## config.mk

```make
export PLATFORM = sky130hd
export DESIGN_NAME = sorted_attribute_table_core_flat
export DESIGN_NICKNAME = d
export VERILOG_FILES = /design/src/hw/rtl/sat_pkg.sv /design/src/hw/rtl/sat_in_if.sv /design/src/hw/rtl/sat_out_if.sv /design/src/hw/rtl/sat_cell.sv /design/src/hw/rtl/sorted_attribute_table_core.sv /design/src/flat_wrapper.sv
export SDC_FILE = /design/constraint.sdc
export NUM_CORES = 2
export LEC_CHECK = 0
export BUFFER_PORTS_ARGS = -buffer_cell sky130_fd_sc_hd__buf_2
export CORE_MARGIN = 8
export CORE_UTILIZATION = 45
export CTS_BUF_LIST = sky130_fd_sc_hd__clkbuf_4
export CTS_CLUSTER_SIZE = 12
export DETAILED_ROUTE_END_ITERATION = 10
export PLACE_DENSITY = 0.6
export SETUP_SLACK_MARGIN = 0.4
export SLEW_MARGIN = 25
export SYNTH_ARGS = -nofsm -noshare
export SYNTH_HDL_FRONTEND = slang
export SYNTH_SLANG_ARGS = --single-unit
```

## constraint.sdc

```tcl
create_clock -name clk -period 115.8 [get_ports clk]
set_clock_uncertainty 0.15 [all_clocks]
set_input_delay 0 -clock clk [delete_from_list [all_inputs] [get_ports clk]]
set_output_delay 0 -clock clk [all_outputs]
set_load 0.02 [all_outputs]
```

## src/hw/rtl/sat_pkg.sv

```systemverilog
package sat_pkg;

  typedef enum logic [1:0] {
    OP_CLEAR  = 2'd0,
    OP_INSERT = 2'd1,
    OP_LOOKUP = 2'd2,
    OP_READ   = 2'd3
  } opcode_t;

  typedef enum logic [2:0] {
    STAT_OK    = 3'd0,
    STAT_DUP   = 3'd1,
    STAT_FULL  = 3'd2,
    STAT_MISS  = 3'd3,
    STAT_RANGE = 3'd4
  } status_t;

  typedef struct packed {
    logic [7:0]  location;
    logic [3:0]  usage;
    logic [7:0]  usage_index;
    logic [31:0] payload;
  } rec_t;

  // Query token that walks down the cell chain.
  typedef struct packed {
    opcode_t    op;
    rec_t       rec;
    logic [3:0] read_index;
    logic       hit;
    rec_t       hit_rec;
  } tok_t;

endpackage

```

## src/hw/rtl/sat_in_if.sv

```systemverilog
interface sat_in_if;
  logic        valid;
  logic        ready;
  logic [1:0]  opcode;
  logic [7:0]  location;
  logic [3:0]  usage;
  logic [7:0]  usage_index;
  logic [31:0] payload;
  logic [3:0]  read_index;

  modport source (
    output valid, opcode, location, usage, usage_index, payload, read_index,
    input  ready
  );

  modport sink (
    input  valid, opcode, location, usage, usage_index, payload, read_index,
    output ready
  );
endinterface

```

## src/hw/rtl/sat_out_if.sv

```systemverilog
interface sat_out_if;
  logic        valid;
  logic        ready;
  logic [2:0]  status;
  logic [3:0]  found_index;
  logic [7:0]  out_location;
  logic [3:0]  out_usage;
  logic [7:0]  out_usage_index;
  logic [31:0] out_payload;
  logic [4:0]  entry_count;

  modport source (
    output valid, status, found_index, out_location, out_usage, out_usage_index,
           out_payload, entry_count,
    input  ready
  );

  modport sink (
    input  valid, status, found_index, out_location, out_usage, out_usage_index,
           out_payload, entry_count,
    output ready
  );
endinterface

```

## src/hw/rtl/sat_cell.sv

```systemverilog
module sat_cell #(
  parameter int IDX = 0,
  parameter int IW  = 4,
  parameter int CW  = 5
) (
  input  logic            clk,
  input  logic            adv,
  input  logic [CW-1:0]   fill,
  input  logic            wr_en,
  input  logic [CW-1:0]   wr_slot,
  input  sat_pkg::rec_t   wr_rec,
  input  sat_pkg::rec_t   prev_rec,
  input  sat_pkg::tok_t   tok_i,
  input  logic [IW-1:0]   hidx_i,
  input  logic [CW-1:0]   slot_i,
  output sat_pkg::tok_t   tok_o,
  output logic [IW-1:0]   hidx_o,
  output logic [CW-1:0]   slot_o,
  output sat_pkg::rec_t   rec_o
);

  sat_pkg::rec_t rec_r;
  sat_pkg::tok_t tok_r, tok_nxt;
  logic [IW-1:0] hidx_r, hidx_nxt;
  logic [CW-1:0] slot_r, slot_nxt;
  logic          valid, key_m, rd_m, match;

  assign valid = (CW'(IDX) < fill);
  assign key_m = valid && (rec_r.usage == tok_i.rec.usage)
                       && (rec_r.usage_index == tok_i.rec.usage_index);
  assign rd_m  = valid && ({28'd0, tok_i.read_index} == 32'(IDX));
  assign match = (tok_i.op == sat_pkg::OP_READ) ? rd_m : key_m;

  always_comb begin
    tok_nxt  = tok_i;
    hidx_nxt = hidx_i;
    // first match wins; later cells leave it alone
    if (!tok_i.hit && match) begin
      tok_nxt.hit     = 1'b1;
      tok_nxt.hit_rec = rec_r;
      hidx_nxt        = IW'(IDX);
    end
    // table is sorted, so the slot is the count of held records at or below
    slot_nxt = slot_i + CW'(valid && (rec_r.location <= tok_i.rec.location));
  end

  always_ff @(posedge clk) begin
    if (adv) begin
      tok_r  <= tok_nxt;
      hidx_r <= hidx_nxt;
      slot_r <= slot_nxt;
    end
  end

  // insert: cells above the slot take the record of the neighbor below, new record at the slot
  always_ff @(posedge clk) begin
    if (wr_en) begin
      if (CW'(IDX) == wr_slot) begin
        rec_r <= wr_rec;
      end else if ((CW'(IDX) > wr_slot) && (CW'(IDX) <= fill)) begin
        rec_r <= prev_rec;
      end
    end
  end

  assign tok_o  = tok_r;
  assign hidx_o = hidx_r;
  assign slot_o = slot_r;
  assign rec_o  = rec_r;

endmodule

```

## src/hw/rtl/sorted_attribute_table_core.sv

```systemverilog
// Channel | Dir | Handshake              | Payload
// in_ch   | in  | valid/ready, sink      | opcode, location, usage, usage_index,
//         |     |                        | payload, read_index
// out_ch  | out | valid/ready, source    | status, found_index, out_location, out_usage,
//         |     |                        | out_usage_index, out_payload, entry_count
//
// Result registered once the token has left the last cell, one cell a cycle;
// the next accept waits until the state is back to idle, so one transaction walks at a time.
// An insert shifts the records above its slot in the cycle its result is registered.
// Reset (rst_n, synchronous) clears the count and handshake state; records stay undefined.
// A new transaction is taken while a result still waits in the output register;
// its result is held back in the last cell until that one is taken.
module sorted_attribute_table_core #(
  parameter int MAX_ENTRIES = 16
) (
  input  logic       clk,
  input  logic       rst_n,
  sat_in_if.sink     in_ch,
  sat_out_if.source  out_ch
);

  localparam int IW = (MAX_ENTRIES > 1) ? $clog2(MAX_ENTRIES) : 1;
  localparam int CW = $clog2(MAX_ENTRIES + 1);

  typedef enum logic [1:0] {
    ST_IDLE = 2'b01,
    ST_WALK = 2'b10
  } state_t;

  state_t        state_r, state_nxt;
  logic [IW-1:0] cnt_r, cnt_nxt;
  logic [CW-1:0] fill_r, fill_nxt;

  sat_pkg::tok_t tok  [0:MAX_ENTRIES];
  logic [IW-1:0] hidx [0:MAX_ENTRIES];
  logic [CW-1:0] slot [0:MAX_ENTRIES];
  sat_pkg::rec_t recs [0:MAX_ENTRIES-1];
  sat_pkg::rec_t prev [0:MAX_ENTRIES-1];

  logic          accept, done, out_free, fin, adv, wr_en;
  sat_pkg::tok_t last;

  logic            out_valid_r;
  sat_pkg::status_t res_status, status_r;
  logic [3:0]      res_idx, idx_r;
  sat_pkg::rec_t   res_rec, rec_r;
  logic [4:0]      res_cnt, cnt_out_r;

  assign in_ch.ready = (state_r == ST_IDLE);
  assign accept      = in_ch.valid && in_ch.ready;
  assign done        = (state_r == ST_WALK) && (cnt_r == IW'(MAX_ENTRIES - 1));
  assign out_free    = !out_valid_r || out_ch.ready;
  assign fin         = done && out_free;
  assign adv         = accept || ((state_r == ST_WALK) && !done);

  always_comb begin
    tok[0].op                  = sat_pkg::opcode_t'(in_ch.opcode);
    tok[0].rec.location        = in_ch.location;
    tok[0].rec.usage           = in_ch.usage;
    tok[0].rec.usage_index     = in_ch.usage_index;
    tok[0].rec.payload         = in_ch.payload;
    tok[0].read_index          = in_ch.read_index;
    tok[0].hit                 = 1'b0;
    tok[0].hit_rec             = '0;
  end
  assign hidx[0] = '0;
  assign slot[0] = '0;
  assign last    = tok[MAX_ENTRIES];

  for (genvar g = 0; g < MAX_ENTRIES; g++) begin : g_cell
    if (g == 0) begin : g_first
      assign prev[g] = last.rec;
    end else begin : g_rest
      assign prev[g] = recs[g-1];
    end

    sat_cell #(.IDX(g), .IW(IW), .CW(CW)) u_cell (
      .clk      (clk),
      .adv      (adv),
      .fill     (fill_r),
      .wr_en    (wr_en),
      .wr_slot  (slot[MAX_ENTRIES]),
      .wr_rec   (last.rec),
      .prev_rec (prev[g]),
      .tok_i    (tok[g]),
      .hidx_i   (hidx[g]),
      .slot_i   (slot[g]),
      .tok_o    (tok[g+1]),
      .hidx_o   (hidx[g+1]),
      .slot_o   (slot[g+1]),
      .rec_o    (recs[g])
    );
  end

  always_comb begin
    state_nxt = state_r;
    cnt_nxt   = cnt_r;
    case (state_r)
      ST_IDLE: begin
        if (accept) begin
          state_nxt = ST_WALK;
          cnt_nxt   = '0;
        end
      end
      ST_WALK: begin
        if (fin) begin
          state_nxt = ST_IDLE;
        end else if (!done) begin
          cnt_nxt = cnt_r + IW'(1);
        end
      end
      default: state_nxt = ST_IDLE;
    endcase
  end

  // result of the token that left the last cell
  always_comb begin
    res_status = sat_pkg::STAT_OK;
    res_idx    = '0;
    res_rec    = '0;
    fill_nxt   = fill_r;
    wr_en      = 1'b0;
    case (last.op)
      sat_pkg::OP_CLEAR: begin
        fill_nxt = '0;
      end
      sat_pkg::OP_INSERT: begin
        if (last.hit) begin
          res_status = sat_pkg::STAT_DUP;
        end else if (fill_r == CW'(MAX_ENTRIES)) begin
          res_status = sat_pkg::STAT_FULL;
        end else begin
          res_idx  = 4'(slot[MAX_ENTRIES]);
          res_rec  = last.rec;
          fill_nxt = fill_r + CW'(1);
          wr_en    = fin;
        end
      end
      sat_pkg::OP_LOOKUP: begin
        if (last.hit) begin
          res_idx = 4'(hidx[MAX_ENTRIES]);
          res_rec = last.hit_rec;
        end else begin
          res_status = sat_pkg::STAT_MISS;
        end
      end
      sat_pkg::OP_READ: begin
        if (last.hit) begin
          res_idx = 4'(hidx[MAX_ENTRIES]);
          res_rec = last.hit_rec;
        end else begin
          res_status = sat_pkg::STAT_RANGE;
        end
      end
      default: res_status = sat_pkg::STAT_OK;
    endcase
    res_cnt = 5'(fill_nxt);
  end

  always_ff @(posedge clk) begin
    if (!rst_n) begin
      state_r     <= ST_IDLE;
      cnt_r       <= '0;
      fill_r      <= '0;
      out_valid_r <= 1'b0;
    end else begin
      state_r <= state_nxt;
      cnt_r   <= cnt_nxt;
      if (fin) begin
        fill_r      <= fill_nxt;
        out_valid_r <= 1'b1;
      end else if (out_ch.ready) begin
        out_valid_r <= 1'b0;
      end
    end
  end

  always_ff @(posedge clk) begin
    if (fin) begin
      status_r  <= res_status;
      idx_r     <= res_idx;
      rec_r     <= res_rec;
      cnt_out_r <= res_cnt;
    end
  end

  assign out_ch.valid           = out_valid_r;
  assign out_ch.status          = status_r;
  assign out_ch.found_index     = idx_r;
  assign out_ch.out_location    = rec_r.location;
  assign out_ch.out_usage       = rec_r.usage;
  assign out_ch.out_usage_index = rec_r.usage_index;
  assign out_ch.out_payload     = rec_r.payload;
  assign out_ch.entry_count     = cnt_out_r;

endmodule

```

## src/flat_wrapper.sv

```systemverilog
// flat-port wrapper written by rule: the top's interface ports become plain ports
module sorted_attribute_table_core_flat 
#(
  parameter int MAX_ENTRIES = 16
)
  (clk, rst_n, in_ch_valid, in_ch_opcode, in_ch_location, in_ch_usage, in_ch_usage_index, in_ch_payload, in_ch_read_index, in_ch_ready, out_ch_valid, out_ch_status, out_ch_found_index, out_ch_out_location, out_ch_out_usage, out_ch_out_usage_index, out_ch_out_payload, out_ch_entry_count, out_ch_ready);
  sat_in_if in_ch_i ();
  sat_out_if out_ch_i ();
  input  logic clk;
  input  logic rst_n;
  input wire logic [$bits(in_ch_i.valid)-1:0] in_ch_valid;
  input wire logic [$bits(in_ch_i.opcode)-1:0] in_ch_opcode;
  input wire logic [$bits(in_ch_i.location)-1:0] in_ch_location;
  input wire logic [$bits(in_ch_i.usage)-1:0] in_ch_usage;
  input wire logic [$bits(in_ch_i.usage_index)-1:0] in_ch_usage_index;
  input wire logic [$bits(in_ch_i.payload)-1:0] in_ch_payload;
  input wire logic [$bits(in_ch_i.read_index)-1:0] in_ch_read_index;
  output wire logic [$bits(in_ch_i.ready)-1:0] in_ch_ready;
  output wire logic [$bits(out_ch_i.valid)-1:0] out_ch_valid;
  output wire logic [$bits(out_ch_i.status)-1:0] out_ch_status;
  output wire logic [$bits(out_ch_i.found_index)-1:0] out_ch_found_index;
  output wire logic [$bits(out_ch_i.out_location)-1:0] out_ch_out_location;
  output wire logic [$bits(out_ch_i.out_usage)-1:0] out_ch_out_usage;
  output wire logic [$bits(out_ch_i.out_usage_index)-1:0] out_ch_out_usage_index;
  output wire logic [$bits(out_ch_i.out_payload)-1:0] out_ch_out_payload;
  output wire logic [$bits(out_ch_i.entry_count)-1:0] out_ch_entry_count;
  input wire logic [$bits(out_ch_i.ready)-1:0] out_ch_ready;
  assign in_ch_i.valid = in_ch_valid;
  assign in_ch_i.opcode = in_ch_opcode;
  assign in_ch_i.location = in_ch_location;
  assign in_ch_i.usage = in_ch_usage;
  assign in_ch_i.usage_index = in_ch_usage_index;
  assign in_ch_i.payload = in_ch_payload;
  assign in_ch_i.read_index = in_ch_read_index;
  assign in_ch_ready = in_ch_i.ready;
  assign out_ch_valid = out_ch_i.valid;
  assign out_ch_status = out_ch_i.status;
  assign out_ch_found_index = out_ch_i.found_index;
  assign out_ch_out_location = out_ch_i.out_location;
  assign out_ch_out_usage = out_ch_i.out_usage;
  assign out_ch_out_usage_index = out_ch_i.out_usage_index;
  assign out_ch_out_payload = out_ch_i.out_payload;
  assign out_ch_entry_count = out_ch_i.entry_count;
  assign out_ch_i.ready = out_ch_ready;
  sorted_attribute_table_core #(.MAX_ENTRIES(MAX_ENTRIES)) u_core (.clk(clk), .rst_n(rst_n), .in_ch(in_ch_i), .out_ch(out_ch_i));
endmodule
```

# Word-level counts from Yosys, hierarchy flattened
# Index checks and enable logic that the tools add are counted.
[op_classes]
add_sub_neg = 17
order_cmp = 64
eq_ne = 89
n_mux = 92
n_reduce_logical = 158
[ops]
columns = ["cell", "count"]
rows = [
  ["two-way mux 52 bit", 50],
  ["equality test 8 bit", 16],
  ["less-or-equal comparator 8 bit", 16],
  ["case mux 52 bit (2 select lines)", 1],
  ["logical AND 1 bit", 99],
  ["adder 5 x 1 -> 5 bit", 14],
  ["equality test 4 bit", 16],
  ["two-way mux 53 bit", 1],
  ["equality test 4 x 5 -> 1 bit (first input constant)", 8],
  ["greater-than comparator 4 x 5 -> 1 bit (first input constant)", 8],
  ["less-or-equal comparator 4 x 5 -> 1 bit (first input constant)", 8],
  ["< comparator 4 x 5 -> 1 bit (first input constant)", 8],
  ["equality test 2 bit (second input constant)", 19],
  ["equality test 4 bit (second input constant)", 9],
  ["nonzero test 2 bit", 18],
  ["AND reduction 2 bit", 17],
  ["two-way mux 4 bit", 6],
  ["two-way mux 1 bit", 21],
  ["equality test 3 x 5 -> 1 bit (first input constant)", 4],
  ["greater-than comparator 3 x 5 -> 1 bit (first input constant)", 4],
  ["less-or-equal comparator 3 x 5 -> 1 bit (first input constant)", 4],
  ["< comparator 3 x 5 -> 1 bit (first input constant)", 4],
  ["zero test 1 bit", 17],
  ["equality test 4 x 3 -> 1 bit (second input constant)", 4],
  ["30 further kinds", 48],
]
[totals]
regBits = 2805
in_bits = 62
out_inout_bits = 66
elab_cells = 701

# Depth between registers and ports, before layout
[depth]
depth_word = 7
depth_mapped = 11
ltp_nobuf = 11

# By module
# Synthesis repeated with hierarchy kept, for this count alone.
[unflattened]
hier_cells = 5932
hier_area_um2 = 115001.5
[modules_own_cells]
columns = ["module", "instances", "cells_each", "area_each_um2", "seq_area_each_um2"]
rows = [
  ["sat_cell (u_core.g_cell[10].u_cell)", 1, 360, 7109.3, 5165.0],
  ["sat_cell (u_core.g_cell[0].u_cell)", 1, 355, 7099.3, 5165.0],
  ["sat_cell (u_core.g_cell[7].u_cell)", 1, 359, 7066.8, 5165.0],
  ["sat_cell (u_core.g_cell[12].u_cell)", 1, 356, 7033.0, 5165.0],
  ["sat_cell (u_core.g_cell[9].u_cell)", 1, 356, 7019.2, 5165.0],
  ["sat_cell (u_core.g_cell[4].u_cell)", 1, 354, 7011.7, 5165.0],
  ["sat_cell (u_core.g_cell[14].u_cell)", 1, 358, 7008.0, 5165.0],
  ["sat_cell (u_core.g_cell[15].u_cell)", 1, 355, 6985.4, 5165.0],
  ["sat_cell (u_core.g_cell[13].u_cell)", 1, 356, 6977.9, 5165.0],
  ["sat_cell (u_core.g_cell[2].u_cell)", 1, 356, 6961.7, 5165.0],
  ["sat_cell (u_core.g_cell[5].u_cell)", 1, 357, 6931.6, 5165.0],
  ["sat_cell (u_core.g_cell[8].u_cell)", 1, 356, 6926.6, 5165.0],
  ["sat_cell (u_core.g_cell[6].u_cell)", 1, 356, 6922.9, 5165.0],
  ["sat_cell (u_core.g_cell[1].u_cell)", 1, 358, 6912.9, 5165.0],
  ["+3 rows", "-", "-", "-", "-"],
]

# Least setup slack after synthesis
# No wires, ideal clock.
[synth_path]
kind = "register to register"
from = "register u_core.state_r[0]"
to = "register u_core.g_cell[0].u_cell.slot_r[0] (enable)"
t_arrival_ns = 31.187
required_time_ns = 102.714
path_slack_ns = 71.527
stages_incl_launch_ff = 4
path_buffers = 0
path_cell_list = "dfxtp_1 nor2b_1 nand2_1 nand2_1"
[synth_rtl]
columns = ["item", "line", "rtl"]
rows = [
  ["from (decl)", "sorted_attribute_table_core.sv:30", "state_t state_r, state_nxt;"],
  ["from (signal assigned)", "sorted_attribute_table_core.sv:167", "state_r <= state_nxt;"],
  ["equality test 2 x 1 -> 1 bit", "sorted_attribute_table_core.sv:49", "assign in_ch.ready = (state_r == ST_IDLE);"],
  ["via in_ch_ready", "flat_wrapper.sv:18", "output wire logic [$bits(in_ch_i.ready)-1:0] in_ch_ready;"],
  ["logical AND 1 bit", "sorted_attribute_table_core.sv:50", "assign accept = in_ch.valid && in_ch.ready;"],
  ["logical OR 1 bit", "sorted_attribute_table_core.sv:54", "assign adv = accept || ((state_r == ST_WALK) && !done);"],
  ["via u_core.adv", "sorted_attribute_table_core.sv:40", "logic accept, done, out_free, fin, adv, wr_en;"],
  ["to (signal assigned)", "sat_cell.sv:51", "slot_r <= slot_nxt;"],
  ["to (decl)", "sat_cell.sv:25", "logic [CW-1:0] slot_r, slot_nxt;"],
]
# The timed path passes the listed nets, and every way through them passes these cells.
# A chain may end at the register's enable or synchronous reset.

# Final worst setup path
[layout_path]
from = "register u_core.cnt_r[0]"
to = "register u_core.g_cell[4].u_cell.tok_r (netlist bit u_core.g_cell[4].u_cell.tok_o[58]) (enable)"
[layout_between]
elab_chain_len = 5
[layout_lines]
columns = ["item", "line", "rtl"]
rows = [
  ["from (decl)", "sorted_attribute_table_core.sv:31", "logic [IW-1:0] cnt_r, cnt_nxt;"],
  ["from (signal assigned)", "sorted_attribute_table_core.sv:168", "cnt_r <= cnt_nxt;"],
  ["equality test 4 bit", "sorted_attribute_table_core.sv:51", "assign done = (state_r == ST_WALK) && (cnt_r == IW'(MAX_ENTRIES - 1));"],
  ["logical AND 1 bit", "sorted_attribute_table_core.sv:51", ""],
  ["zero test 1 bit", "sorted_attribute_table_core.sv:54", ""],
  ["logical AND 1 bit", "sorted_attribute_table_core.sv:54", ""],
  ["logical OR 1 bit", "sorted_attribute_table_core.sv:54", ""],
  ["via u_core.adv", "sorted_attribute_table_core.sv:40", ""],
  ["to (signal assigned)", "sat_cell.sv:49", "tok_r <= tok_nxt;"],
  ["to (decl)", "sat_cell.sv:23", "sat_pkg::tok_t tok_r, tok_nxt;"],
]
# The timed path passes the listed nets, and every way through them passes these cells.

==> results_dict.tcl <==
set metrics [dict create \
    power.leakage_nw 45.13 \
    ys_types 60 \
    critPathBufInv 5 \
    maxCapViolations 0 \
    yosysWarningCount 0 \
    vias 69704 \
    fill_cells 22208 \
    grt_pass1_wl_um 410900 \
    clkLatencyLatePin_ps 1500 \
    hold-worst-slack_ps 224.7 \
    syn_area_um2 121100 \
    worst-path-max-fanout 87 \
    reg2reg_depth 9 \
    drc 0 \
    gr-total-overflow 0 \
    grt_util_all_layers_pct 17.59 \
    core_um2 267900 \
    status "finished clean" \
    syn_inst 7912 \
    cts.sinks 2799 \
    worstPathRequired_ps 116690 \
    cp_top_family "buffers and inverters" \
    synth-edff-count 2787 \
    powerDensity_nw_per_um2 15.63 \
    first_pass_iters 5 \
    slew_violations 0 \
    drt_first_iter_violations 5737 \
    cp-start-kind "register" \
    die_h_um 534.8 \
    grt_pass1_vias 71797 \
    rsz0062_at_grt "false" \
    regToRegSetupSlack_ps 109450 \
    cts-root-buf "clkbuf_4" \
    final_nets 8714 \
    startpoint "u_core.cnt_r[0]$_SDFFE_PN0P_" \
    vdd_ir_drop_max_mv 0.01295 \
    finalHoldViolations 0 \
    wl_per_cell_um 20.72 \
    crit_type "reg -> reg" \
    critPathSlowestCell "buf_4" \
    r2r_end "u_core.g_cell[4].u_cell.tok_o[58]$_DFFE_PP_" \
    synthArstFlopShare_pct 0 \
    synth_area_per_cell_um2 15.31 \
    layout_commonest_cell "edfxtp_1" \
    synthFlopType "edfxtp_1" \
    tns_ps 0 \
    rows 190 \
    slowest_delay_ps 870 \
    vias_per_cell 5.559 \
    start_util_pct 45.20 \
    tightest_slew_ps 1130 \
    synth_seq_cells 2799 \
    ys_seq_area_share_pct 69.31 \
    ant_nets 0 \
    rr_startpoint "u_core.cnt_r[0]$_SDFFE_PN0P_" \
    crit_chain "ha_1 > nand3_1 > nand2b_1 > nand2_4 > buf_4 > buf_4 > buf_4 > buf_6 > buf_4" \
    cts_buffers 715 \
    crit_end "u_core.g_cell[4].u_cell.tok_o[58]$_DFFE_PP_" \
    htreeDepth 6 \
    fin_crit_sh_pct 5.480 \
    die_w_um 534.8 \
    grt_antenna_before_repair 3 \
    critPathCaptureType "register" \
    fmax_ghz 0.1576 \
    layout_common_cells "edfxtp_1 (2787), mux2_2 (1105), clkbuf_4 (1012), nand4_1 (576), nand3_1 (398)" \
    gp_congestion 0.8116 \
    holdCritPathClass "reg -> reg" \
    slew_headroom_pct 24.67 \
    cts_tree "yes" \
    syn_nets 8135 \
    period_needed_ps 6346 \
    critPathMostFrequentCell "buf_4" \
    portBuffers 127 \
    ctsLongestPathBuffers 4 \
    finalWirelength_um 259800 \
    dieArea_um2 286000 \
    drive_gt1_share_pct 28.41 \
    setup_viol 0 \
    postCtsHoldBufs 207 \
    ios 128 \
    cts_setup_buffers 0 \
    path_clk_slew_ps 70 \
    syn_to_final_growth_pct 12.62 \
    cts_repair_resize_count 0 \
    grt_max_degree 160 \
    dpl.hpwl_um 168000 \
    cp.arrival_ps 7230 \
    crit_cells 9 \
]
[power by group]
part	internal [mW]	leakage [nW]	switching, mW	total, mW
clock	0.424	5.20	0.389	0.813
combinational	0.0375	14.5	0.0665	0.104
sequential	1.18	25.4	0.0333	1.21
[layer usage]
| layer | share of wire (%) | global-route usage [%] | up-vias | wire length [µm] |
|---|---|---|---|---|
| li1 | - | - | 32942 | - |
| met1 | 46 | 24.19 | 34013 | 119500 |
| met2 | 46 | 28.12 | 2257 | 119800 |
| met3 | 5.5 | 3.394 | 492 | 14300 |
| met4 | 2.4 | 6.060 | 0 | 6203 |
| met5 | 0 | 0 | - | 0 |
[state kept, by name (all words and copies together) (netlist names), 5 cells and up]
signal,cells
u_core.g_cell.u_cell.tok_o,1772
u_core.g_cell.u_cell.slot_o,70
u_core.out_ch.out_usage_index,8
u_core.g_cell.u_cell.hidx_o,49
u_core.out_ch.out_payload,32
u_core.fill_r,5
u_core.out_ch.out_location,8
u_core.out_ch.entry_count,5
u_core.g_cell.u_cell.rec_o,832
[final cells by class]
class | count | area (µm²) | area share (%)
timing repair buffer | 484 | 3985 | 2.922
antenna | 6 | 15.01 | 0.01101
inverter | 148 | 555.5 | 0.4073
clock buffer | 1012 | 7597 | 5.571
sequential | 2799 | 83930 | 61.54
multi-input combinational | 4343 | 34650 | 25.41
clock inverter | 196 | 1201 | 0.8807
tap | 3552 | 4444 | 3.259
[through the flow]
step | power, mW | cell area (µm²) | instances | utilization, % | setup slack, ps
after floorplan | 1.428 | 121100 | 7912 | - | 71530
after global placement | 1.328 | 125300 | 11107 | 46.75 | 109260
after detailed placement | 1.333 | 125400 | 11111 | 46.79 | 109070
after CTS | 2.164 | 136200 | 12526 | 50.84 | 109020
after global routing | 2.230 | 136400 | 12539 | 50.90 | 108940
final | 2.131 | 136400 | 12540 | 50.90 | 109450
[worst min-delay path by stage]
stage / from / end / slack, ps / depth (start not counted)
floorplan: in_ch_usage[3] / u_core.g_cell[0].u_cell.tok_o[100]$_DFFE_PP_ / -50 / 0
global placement: in_ch_payload[18] / u_core.g_cell[0].u_cell.tok_o[75]$_DFFE_PP_ / 30 / 1
detailed placement: in_ch_payload[14] / u_core.g_cell[0].u_cell.tok_o[71]$_DFFE_PP_ / 30 / 1
CTS: in_ch_payload[20] / u_core.g_cell[0].u_cell.tok_o[77]$_DFFE_PP_ / 0.2 / 4
global route: in_ch_payload[4] / u_core.g_cell[0].u_cell.tok_o[61]$_DFFE_PP_ / 70 / 4
finish: u_core.g_cell[14].u_cell.tok_o[87]$_DFFE_PP_ / u_core.g_cell[15].u_cell.tok_o[87]$_DFFE_PP_ / 220 / 0
[cells in the mapped netlist (5+ instances only)]
cell type  count  share of area [%]
mux2_2      1105                 10
a21boi_0       9              0.056
xor2_1       147                1.1
nor2b_1      144               0.74
o21bai_1      15              0.093
xnor2_1       83               0.60
o211ai_1     364                2.3
clkbuf_1     527                1.6
a211oi_1      13              0.081
inv_1        147               0.46
and3_1       212                1.1
buf_2         71               0.29
nor3_1        30               0.12
mux2_1        36               0.33
nor4_1        32               0.17
a22oi_1       52               0.32
nand2_1       53               0.16
nor4b_1       54               0.39
a21o_1        34               0.21
o21ai_0      140               0.58
buf_1         24              0.074
o21a_1        16              0.099
nand2b_1      27               0.14
and4_1        10              0.072
o311a_1        6              0.050
edfxtp_1    2787                 69
a31oi_1       56               0.29
nand4_1      576                3.0
a21oi_1      311                1.3
nor2_1        64               0.20
o22ai_1        8              0.041
and2_1        20               0.10
nand3_1      403                1.7
nand4b_1       5              0.036
or2_2         10              0.052
nor3b_1       55               0.34
dfxtp_1       12               0.20
a22o_1        56               0.41
ha_1         161                1.7
mux2i_1        6              0.050
[worst register-to-register path: cells and delay by family, from the launching register on]
family	cells	cell delay (ps)
AND/OR/NAND/NOR	3	1000
buffers and inverters	5	4110
flip-flops	1	350
adder cells (fa/ha/maj)	1	220
[cells by family (layout without fill, tap and decap cells)]
group	Yosys count	in the layout	share of synthesized area, %
other	0	6	0
adder cells (fa/ha/maj)	161	161	1.663
flip-flops	2799	2799	69.31
XOR/XNOR	230	230	1.663
multiplexers	1147	1147	10.66
AND/OR/NAND/NOR	1713	1713	8.391
buffers and inverters	770	1840	2.460
AO/OA/AOI/OAI	1092	1092	5.857
Note: power is estimated with default switching activity, not from simulation.
